**config.mk**
```make
export PLATFORM = sky130hd
export DESIGN_NAME = positional_array_list_unit
export DESIGN_NICKNAME = d
export VERILOG_FILES = /design/src/design/pal_pkg.sv /design/src/design/pal_cell.sv /design/src/design/positional_array_list_unit.sv
export SDC_FILE = /design/constraint.sdc
export NUM_CORES = 1
export LEC_CHECK = 0
export BUFFER_PORTS_ARGS = -buffer_cell sky130_fd_sc_hd__buf_4
export CELL_PAD_IN_SITES_DETAIL_PLACEMENT = 0
export CELL_PAD_IN_SITES_GLOBAL_PLACEMENT = 1
export CORE_UTILIZATION = 45
export DETAILED_ROUTE_END_ITERATION = 6
export PLACE_DENSITY_LB_ADDON = 0.1
export SKIP_CTS_REPAIR_TIMING = 1
export SLEW_MARGIN = 0
export SYNTH_ARGS = -nofsm -noshare
export SYNTH_HDL_FRONTEND = slang
export SYNTH_SLANG_ARGS = --single-unit
```
**constraint.sdc**
```tcl
create_clock -name clock -period 10.6 [get_ports clock]
set_clock_uncertainty 0.05 [all_clocks]
set_input_delay 0.53 -clock clock [delete_from_list [all_inputs] [get_ports clock]]
set_output_delay 0.53 -clock clock [all_outputs]
set_load 0.05 [all_outputs]
```
**src/design/pal_pkg.sv**
```systemverilog
// Shared types and constants for the positional array list unit.
`timescale 1ns / 1ps
`default_nettype none

package pal_pkg;

   localparam int PAL_DEPTH = 16;
   localparam int DATA_W    = 32;
   localparam int MODE_W    = 3;

   localparam logic [MODE_W-1:0] MODE_INSERT = 3'd0;
   localparam logic [MODE_W-1:0] MODE_DELETE = 3'd1;
   localparam logic [MODE_W-1:0] MODE_GET    = 3'd2;
   localparam logic [MODE_W-1:0] MODE_LOCATE = 3'd3;
   localparam logic [MODE_W-1:0] MODE_CLEAR  = 3'd4;

   // what every cell does in a cycle
   typedef enum logic [1:0] {
      CELL_HOLD,
      CELL_INSERT,
      CELL_DELETE,
      CELL_ROTATE
   } cell_op_type;

endpackage

`default_nettype wire

```
**src/design/pal_cell.sv**
```systemverilog
// One storage cell of the list chain: holds one entry, shifts or rotates with its neighbors.
`timescale 1ns / 1ps
`default_nettype none

module pal_cell
   import pal_pkg::*;
#(
   parameter int DEPTH = PAL_DEPTH,
   parameter int INDEX = 0
) (
   input  wire                          clock,
   input  wire cell_op_type             op,
   input  wire [$clog2(DEPTH)-1:0]      pos,
   input  wire [DATA_W-1:0]             value,
   input  wire [DATA_W-1:0]             prev_data,
   input  wire [DATA_W-1:0]             next_data,
   output logic [DATA_W-1:0]            data
);

   localparam int IDX_W = $clog2(DEPTH);
   localparam logic [IDX_W-1:0] MY_IDX = IDX_W'(INDEX);

   logic [DATA_W-1:0] data_ff;
   logic [DATA_W-1:0] data_in;

   always_comb begin
      data_in = data_ff;
      case (op)
         CELL_INSERT: begin
            if (MY_IDX == pos) begin
               data_in = value;
            end else if (MY_IDX > pos) begin
               data_in = prev_data;
            end
         end
         CELL_DELETE: begin
            if (MY_IDX >= pos) begin
               data_in = next_data;
            end
         end
         CELL_ROTATE: data_in = next_data;
         default:     data_in = data_ff;
      endcase
   end

   always_ff @(posedge clock) begin
      data_ff <= data_in;
   end

   assign data = data_ff;

endmodule

`default_nettype wire

```
**src/design/positional_array_list_unit.sv**
```systemverilog
// Top level of the positional array list unit: control and the chain of cells.
//
// Usage: items enter on the req_ channel (mode, position, value) and each
// gives exactly one item on the rsp_ channel (ok, read_value,
// found_position, count). Both channels are valid/ready handshakes.
// The list lives in a chain of DEPTH cells. Insert shifts the cells above
// the position up, so insert, clear, unknown modes and any rejected
// position answer in the cycle after acceptance. Get and locate rotate
// the whole chain once past cell 0, one cell per cycle, and answer when
// the rotation ends; delete answers only after the shift down that
// follows the rotation.
// One item is in work at a time: req_ready is high only while no item is
// in work and the result register is empty or being taken that cycle.
// When the receiver stalls, the result holds on rsp_ and no new item is
// accepted. Reset empties the list (length zero) and drops any pending
// result; cell contents are not cleared and need not be.
`timescale 1ns / 1ps
`default_nettype none

module positional_array_list_unit
   import pal_pkg::*;
#(
   parameter int DEPTH = PAL_DEPTH
) (
   input  wire                                clock,
   input  wire                                reset,
   input  wire                                req_valid,
   output logic                               req_ready,
   input  wire [MODE_W-1:0]                   req_mode,
   input  wire [$clog2(DEPTH+2)-1:0]          req_position,
   input  wire signed [DATA_W-1:0]            req_value,
   output logic                               rsp_valid,
   input  wire                                rsp_ready,
   output logic                               rsp_ok,
   output logic signed [DATA_W-1:0]           rsp_read_value,
   output logic [$clog2(DEPTH+1)-1:0]         rsp_found_position,
   output logic [$clog2(DEPTH+1)-1:0]         rsp_count
);

   localparam int IDX_W = $clog2(DEPTH);
   localparam int CNT_W = $clog2(DEPTH + 1);
   localparam int POS_W = $clog2(DEPTH + 2);
   localparam logic [IDX_W-1:0] LAST_IDX = IDX_W'(DEPTH - 1);
   localparam logic [CNT_W-1:0] FULL_CNT = CNT_W'(DEPTH);

   typedef enum logic [1:0] {
      ST_IDLE,
      ST_SCAN,
      ST_DELETE
   } state_type;

   state_type           state_ff;
   logic [CNT_W-1:0]    len_ff;
   logic [IDX_W-1:0]    scan_ff;
   logic [IDX_W-1:0]    pos_ff;
   logic [MODE_W-1:0]   mode_ff;
   logic [DATA_W-1:0]   key_ff;
   logic                rsp_valid_ff;
   logic                rsp_ok_ff;
   logic [DATA_W-1:0]   rsp_read_value_ff;
   logic [CNT_W-1:0]    rsp_found_ff;
   logic [CNT_W-1:0]    rsp_count_ff;

   logic                accept;
   logic [POS_W-1:0]    len_pos;
   logic                ins_ok;
   logic                rd_ok;
   logic [IDX_W-1:0]    req_pos0;
   cell_op_type         cell_op;
   logic [IDX_W-1:0]    cell_pos;
   logic [DATA_W-1:0]   cell_data [DEPTH];

   assign req_ready = (state_ff == ST_IDLE) && (!rsp_valid_ff || rsp_ready);
   assign accept    = req_valid && req_ready;

   assign len_pos  = POS_W'(len_ff);
   assign ins_ok   = (req_position != '0) && (req_position <= len_pos + POS_W'(1))
                     && (len_ff < FULL_CNT);
   assign rd_ok    = (req_position != '0) && (req_position <= len_pos);
   assign req_pos0 = IDX_W'(req_position - POS_W'(1));

   always_comb begin
      cell_op  = CELL_HOLD;
      cell_pos = pos_ff;
      case (state_ff)
         ST_IDLE: begin
            if (accept && req_mode == MODE_INSERT && ins_ok) begin
               cell_op  = CELL_INSERT;
               cell_pos = req_pos0;
            end
         end
         ST_SCAN:   cell_op = CELL_ROTATE;
         ST_DELETE: cell_op = CELL_DELETE;
         default:   cell_op = CELL_HOLD;
      endcase
   end

   for (genvar i = 0; i < DEPTH; i++) begin : g_cell
      pal_cell #(
         .DEPTH (DEPTH),
         .INDEX (i)
      ) u_cell (
         .clock     (clock),
         .op        (cell_op),
         .pos       (cell_pos),
         .value     (req_value),
         .prev_data (cell_data[(i == 0) ? 0 : i - 1]),
         .next_data (cell_data[(i == DEPTH - 1) ? 0 : i + 1]),
         .data      (cell_data[i])
      );
   end

   always_ff @(posedge clock) begin
      if (reset) begin
         state_ff     <= ST_IDLE;
         len_ff       <= '0;
         rsp_valid_ff <= 1'b0;
      end else begin
         if (rsp_valid_ff && rsp_ready) begin
            rsp_valid_ff <= 1'b0;
         end
         case (state_ff)
            ST_IDLE: begin
               if (accept) begin
                  mode_ff           <= req_mode;
                  key_ff            <= req_value;
                  pos_ff            <= req_pos0;
                  scan_ff           <= '0;
                  rsp_read_value_ff <= '0;
                  rsp_found_ff      <= '0;
                  rsp_ok_ff         <= 1'b0;
                  rsp_count_ff      <= len_ff;
                  rsp_valid_ff      <= 1'b1;
                  case (req_mode)
                     MODE_INSERT: begin
                        if (ins_ok) begin
                           len_ff       <= len_ff + CNT_W'(1);
                           rsp_count_ff <= len_ff + CNT_W'(1);
                           rsp_ok_ff    <= 1'b1;
                        end
                     end
                     MODE_DELETE, MODE_GET: begin
                        if (rd_ok) begin
                           rsp_valid_ff <= 1'b0;
                           state_ff     <= ST_SCAN;
                        end
                     end
                     MODE_LOCATE: begin
                        rsp_valid_ff <= 1'b0;
                        state_ff     <= ST_SCAN;
                     end
                     MODE_CLEAR: begin
                        len_ff       <= '0;
                        rsp_count_ff <= '0;
                        rsp_ok_ff    <= 1'b1;
                     end
                     default: rsp_ok_ff <= 1'b0;
                  endcase
               end
            end
            ST_SCAN: begin
               // cell 0 shows entry scan_ff this cycle
               if (mode_ff != MODE_LOCATE && scan_ff == pos_ff) begin
                  rsp_read_value_ff <= cell_data[0];
               end
               if (mode_ff == MODE_LOCATE && CNT_W'(scan_ff) < len_ff
                   && cell_data[0] == key_ff && rsp_found_ff == '0) begin
                  rsp_found_ff <= CNT_W'(scan_ff) + CNT_W'(1);
               end
               scan_ff <= scan_ff + IDX_W'(1);
               if (scan_ff == LAST_IDX) begin
                  if (mode_ff == MODE_DELETE) begin
                     state_ff <= ST_DELETE;
                  end else begin
                     rsp_ok_ff    <= 1'b1;
                     rsp_valid_ff <= 1'b1;
                     state_ff     <= ST_IDLE;
                  end
               end
            end
            ST_DELETE: begin
               len_ff       <= len_ff - CNT_W'(1);
               rsp_count_ff <= len_ff - CNT_W'(1);
               rsp_ok_ff    <= 1'b1;
               rsp_valid_ff <= 1'b1;
               state_ff     <= ST_IDLE;
            end
            default: state_ff <= ST_IDLE;
         endcase
      end
   end

   assign rsp_valid          = rsp_valid_ff;
   assign rsp_ok             = rsp_ok_ff;
   assign rsp_read_value     = rsp_read_value_ff;
   assign rsp_found_position = rsp_found_ff;
   assign rsp_count          = rsp_count_ff;

   a_len_bound: assert property (@(posedge clock) disable iff (reset)
      len_ff <= FULL_CNT)
      else $error("list length above depth");

   a_busy_not_ready: assert property (@(posedge clock) disable iff (reset)
      (state_ff != ST_IDLE) |-> !req_ready)
      else $error("item accepted while another is in work");

   a_scan_no_rsp: assert property (@(posedge clock) disable iff (reset)
      (state_ff == ST_SCAN) |-> !rsp_valid_ff)
      else $error("result pending during scan");

   a_insert_grows: assert property (@(posedge clock) disable iff (reset)
      (accept && req_mode == MODE_INSERT && ins_ok) |=>
         (len_ff == CNT_W'($past(len_ff) + CNT_W'(1))))
      else $error("accepted insert did not grow the list");

   a_delete_done: assert property (@(posedge clock) disable iff (reset)
      (state_ff == ST_DELETE) |=> (state_ff == ST_IDLE && rsp_valid_ff))
      else $error("delete shift did not finish the item");

endmodule

`default_nettype wire
```
==> results of run 1 <==
==> cells in the mapped netlist, types with 17 or more instances <==
cell and count:
nor2b_1 69, a31oi_1 41, nand4b_1 64, xor2_1 26, nor4b_1 387, o211ai_1 65
buf_6 17, nor2_1 31, inv_1 19, clkbuf_1 255, o21ai_0 48, a22oi_1 33
nand2b_1 38, a21oi_1 60, ha_1 22, a221o_1 384, buf_2 59, edfxtp_1 598
xnor2_1 18, nand2_1 123, and2_1 35
==> flip-flops by register name, indices dropped and copies added, names as in the netlist, 2 cells and up <==
signal,cells
rsp_read_value,32
scan_ff,4
pos_ff,4
g_cell.u_cell.data,512
len_ff,5
key_ff,32
mode_ff,3
state_ff,2
rsp_found_position,5
rsp_count,5
==> power groups by stage <==
stage | Clock [mW] | Sequential (mW) | Combinational (mW)
after floorplan | 0 | 2.98 | 0.566
after global placement | 0 | 2.99 | 0.843
after detailed placement | 0 | 2.99 | 0.860
after CTS | 2.33 | 2.94 | 0.863
after global routing | 2.42 | 2.95 | 0.933
final | 2.31 | 2.94 | 0.873
==> worst paths after layout <==
| kind | to | cells past startpoint |
|---|---|---|
| max | g_cell[12].u_cell.data[4] | 12 |
| max reg2reg | g_cell[12].u_cell.data[4] | 12 |
| min reg2reg | g_cell[0].u_cell.data[25] | 2 |
| min | key_ff[2] | 1 |
==> kinds of logic (layout without fill, tap and decap cells) <==
group	Yosys count	count (layout)	synth area share, %
and+or+nand+nor	850	850	18.9
AOI/OAI and AO/OA	678	678	18.0
adders and majority gates	23	23	0.883
buffers and inverters	358	320	4.85
muxes	4	4	0.128
other	0	2	0
DFF	606	606	56.1
xor gates and xnor gates	44	44	1.19
==> cell type report <==
class                      instances  area, um^2  area share [%]
clock inverter                    37         248           0.691
antenna                            2        5.00          0.0140
multi-input combinational       1599       13000            36.4
timing repair buffer             177        1340            3.74
clock buffer                      85        1850            5.16
inverter                          21        78.8           0.220
tap                              940        1180            3.28
sequential                       606       18100            50.5
==> worst max-delay path: stages (launching register included) <==
cell and delay, ns:
dfxtp_1 0.56, inv_1 0.20, nor3_1 0.41, xnor2_1 0.20, ha_1 0.27, nand2_1 0.08, mux2i_1 0.34, o21a_1 0.17
buf_4 0.34, nor2_1 0.24, o21ai_2 0.98, o31ai_4 0.15, buf_4 0.36
==> per-layer routing <==
metal	GRT usage [%]	part of all wire, %
met5	0	0
met4	16.9	5.7
met3	3.98	7.8
met2	49.9	47
met1	40.6	39
==> results.cfg, run 1 <==
[synthesis]
syn_nets = 2629
synth_edf_count = 598
synthesis.area_um2 = 32300
synthArstFlopShare_pct = 0
ys_ff_latch = 606
yosysTopAreaCell = edfxtp_1
synth-warning-count = 0
synth_top_area_share_pct = 55.6
synth.distinct_cells = 73
syn_inst = 2563
syn_avg_cell_area_um2 = 12.6
seq_area_frac_synth_pct = 56.1
synth_ff_type = edfxtp_1
synthTopCellsByArea = edfxtp_1, a221o_1, nor4b_1

[clocking]
clk_pin_slew_worst_paths_ns = 0.06
clkLatencyLatePin_ns = 0.62
htreeDepth = 3
clockRootBuffer = clkbuf_16
cts.sinks = 606
clockBufferDepth = 3
cts_made_buffers = 71
cts_tree = done

[grt]
grt_pass1_vias = 24800
overflow = 0
grt_usage_pct = 31.0
grt_max_degree = 257
grt_pass1_wl_mm = 169
antenna_found_initial = 2

[run_status]
outcome = finished, final reports clean

[detailed_routing]
vias_per_cell = 7.23
dr.pass1.iters = 6
drtIter0Drc = 3681
routed_wl_mm = 116
postRouteAntennaNets = 0
drc = 0
num_vias = 25100
detail_route.wl_per_cell_um = 33.4

[timing]
tightest_slew_ns = 1.34
slew_viol_final = 0
setup_viol = 0
setup_ws_ns = 5.87
hold_violations = 0
holdWs_ns = 0.0861
fmax_mhz = 211
tns_ns = 0
relSlewSlack_pct = 10.4
period_needed_ns = 4.73
rsz0062_at_grt = no
timing.final.crit_share_pct = 44.7

[worst_setup_path]
worstPathMaxFanout = 32
regToRegStartpoint = len_ff[0]
end_kind = flop
required_ns = 10.84
crit_path_start = len_ff[0]
criticalPathCategory = flop to flop
r2r_setup_slack_ns = 5.87
arrival_ns = 4.98
crit_path_start_kind = flop

[floorplanning]
fp-row-count = 97
initial_utilization_pct = 45.8
die_w_um = 270
core_um2 = 70500
dieArea_um2 = 72900
die_y_um = 270
pin_count = 89

[power_and_ir_drop]
power_mw = 6.13
p_comb_share_pct = 14.3
leakagePower_nw = 11.4
power.share.clock_pct = 37.8
seqPwrFrac_pct = 48.0
p_int_mw = 4.45
p_sw_share_pct = 27.3
p_sw_mw = 1.67
power.density_nw_per_um2 = 171
ir_drop_uv = 103

[finish]
nNetsFinal = 2542
fin_area_um2 = 35900
nFillCells = 6139
mostFrequentLayoutCells = edfxtp_1, nor4b_1, a221o_1, buf_4, nand2_1
syn2layout_area_growth_pct = 11.0
final_common_cell = edfxtp_1
drive_gt1_share_pct = 13.3
final_cells = 3467
fin_util_pct = 50.9

[placed_design]
gp_congestion = 0.881
dp_cells = 3343
dpl_cell_area_um2 = 33800
portBuffers = 88
dpl_worst_slack_ns = 5.69
dp_hpwl_mm = 71.3

[run]
max_cap_viol_count = 0

[min_path]
hp-class = input pin to flop
min_from = req_value[2]
No activity file was read; power rests on OpenSTA's default activity.
==> run 2, diff against run 1 <==
==> constraint.sdc (replaced) <==
create_clock -name clock -period 3.8 [get_ports clock]
set_clock_uncertainty 0.05 [all_clocks]
set_input_delay 0.19 -clock clock [delete_from_list [all_inputs] [get_ports clock]]
set_output_delay 0.19 -clock clock [all_outputs]
set_load 0.05 [all_outputs]
==> run 2 against run 1 <==
Final cell count up 3.2%. Worst setup slack worse by 5.8 ns. Sequential power rose to 2.8 times the previous value. Utilization up 2.2 points. Hold slack worse by 0.067 ns.
==> results.cfg, run 2 (synthesis results as in run 1) <==
[placed_design]
gp_congestion = 0.899
portBuffers = 88
dpl_worst_slack_ns = 0.0727
dp_cells = 3413
dp_hpwl_mm = 73.1

[detailed_routing]
drtIter0Drc = 3590
vias_per_cell = 7.16
num_vias = 25600
postRouteAntennaNets = 0
routed_wl_mm = 118
detail_route.wl_per_cell_um = 33.0
drc = 0
dr.pass1.iters = 6

[floorplanning]
dieArea_um2 = 72900
pin_count = 89
die_w_um = 270
die_y_um = 270
initial_utilization_pct = 45.8
fp-row-count = 97
core_um2 = 70500

[run]
max_cap_viol_count = 0

[clocking]
clockBufferDepth = 3
cts_tree = done
clkLatencyLatePin_ns = 0.62
cts.sinks = 606
clk_pin_slew_worst_paths_ns = 0.07
cts_made_buffers = 72
clockRootBuffer = clkbuf_16
htreeDepth = 3

[finish]
fin_util_pct = 53.0
final_cells = 3579
final_common_cell = edfxtp_1
mostFrequentLayoutCells = edfxtp_1, nor4b_1, a221o_1, buf_4, nand2_1
nNetsFinal = 2650
largest_register_ff_count = 512
drive_gt1_share_pct = 15.3
syn2layout_area_growth_pct = 15.8

[worst_setup_path]
worstPathMaxFanout = 18
required_ns = 4.10
end_kind = flop
crit_path_start_kind = flop
arrival_ns = 4.02
criticalPathCategory = flop to flop
rr_worst_depth = 13

[grt]
grt_pass1_vias = 25500
grt_usage_pct = 31.5
grt_use_met2_pct = 50.7
grt_max_degree = 237
overflow = 0
use_met3_pct = 4.18
grt.busiest_layer = met2
gr-usage-met1_pct = 41.5
grt_pass1_wl_mm = 172
antenna_found_initial = 2

[min_path]
hp-class = input pin to flop
hold_path_depth = 4

[power_and_ir_drop]
ir_drop_uv = 346
power.density_nw_per_um2 = 464
leakagePower_nw = 12.0
power_mw = 17.4

[timing]
fmax_mhz = 269
hold_violations = 0
rsz0062_at_grt = yes
relSlewSlack_pct = 14.0
tns_ns = 0
timing.final.crit_share_pct = 97.8
setup_ws_ns = 0.0823
slew_viol_final = 0
setup_viol = 0
period_needed_ns = 3.72
tightest_slew_ns = 1.29

[run_status]
outcome = finished, final reports clean
==> run 2: cell types whose count changed in the layout (fill, tap and decap cells not counted), moves of 2 or more <==
cell / delta
buf_4: +25
dlygate4sd3_1: +37
nor2b_1: +4
nor2b_2: -4
inv_16: -2
or2_1: +7
buf_12: +44
or2_2: -7
clkbuf_1: +6
clkinvlp_4: +3
clkinv_2: -3
==> run 2: worst max-delay path, cell delays in order, from the launching register on <==
cell and delay, ns:
dfxtp_1 0.40, inv_1 0.14, ha_1 0.36, inv_1 0.09, ha_1 0.28, nor2b_1 0.14, o21a_1 0.21, o21a_2 0.27
buf_4 0.22, nor3_2 0.39, buf_6 0.33, buf_4 0.21, nor4b_1 0.06, a221o_1 0.30
==> run 2: final timing paths <==
kind	startpoint	endpoint	slack, ns
worst max-delay path	len_ff[1]	g_cell[14].u_cell.data[8]	0.08
worst min-delay path	rsp_ready	rsp_valid	0.02
worst max register to register	len_ff[1]	g_cell[14].u_cell.data[8]	0.08
worst min register to register	g_cell[1].u_cell.data[27]	g_cell[0].u_cell.data[27]	0.49
==> run 2: final cells by class <==
| cell class | count | area [um^2] |
|---|---|---|
| diodes | 1 | 2.50 |
| repair buffers | 284 | 2790 |
| fillers | 5979 | 33100 |
| clock buffers | 92 | 1900 |
| well taps | 940 | 1180 |
| clock inverters | 36 | 249 |
| inverters | 21 | 82.6 |
| flip-flops and latches | 606 | 18100 |
| multi-input cells | 1599 | 13100 |
==> run 2: power by group <==
part | internal (mW) | switching [mW]
combinational | 1.03 | 1.57
sequential | 7.95 | 0.236
clock | 3.67 | 2.90
total | 12.7 | 4.71
==> run 2: layer usage <==
layer | up-vias | part of all wire, %
met3 | 291 | 8.3
met4 | 0 | 5.4
met2 | 1516 | 47
met1 | 13100 | 39
li1 | 10800 | -
met5 | - | 0
==> run 2: stage by stage <==
stage | instance area, um^2 | hold slack [ns]
after global placement | 34900 | 0.357
after detailed placement | 34900 | 0.356
after CTS | 37000 | -0.282
after global routing | 37400 | 0.0532
final | 37400 | 0.0190
after floorplan | 32500 | 0.239
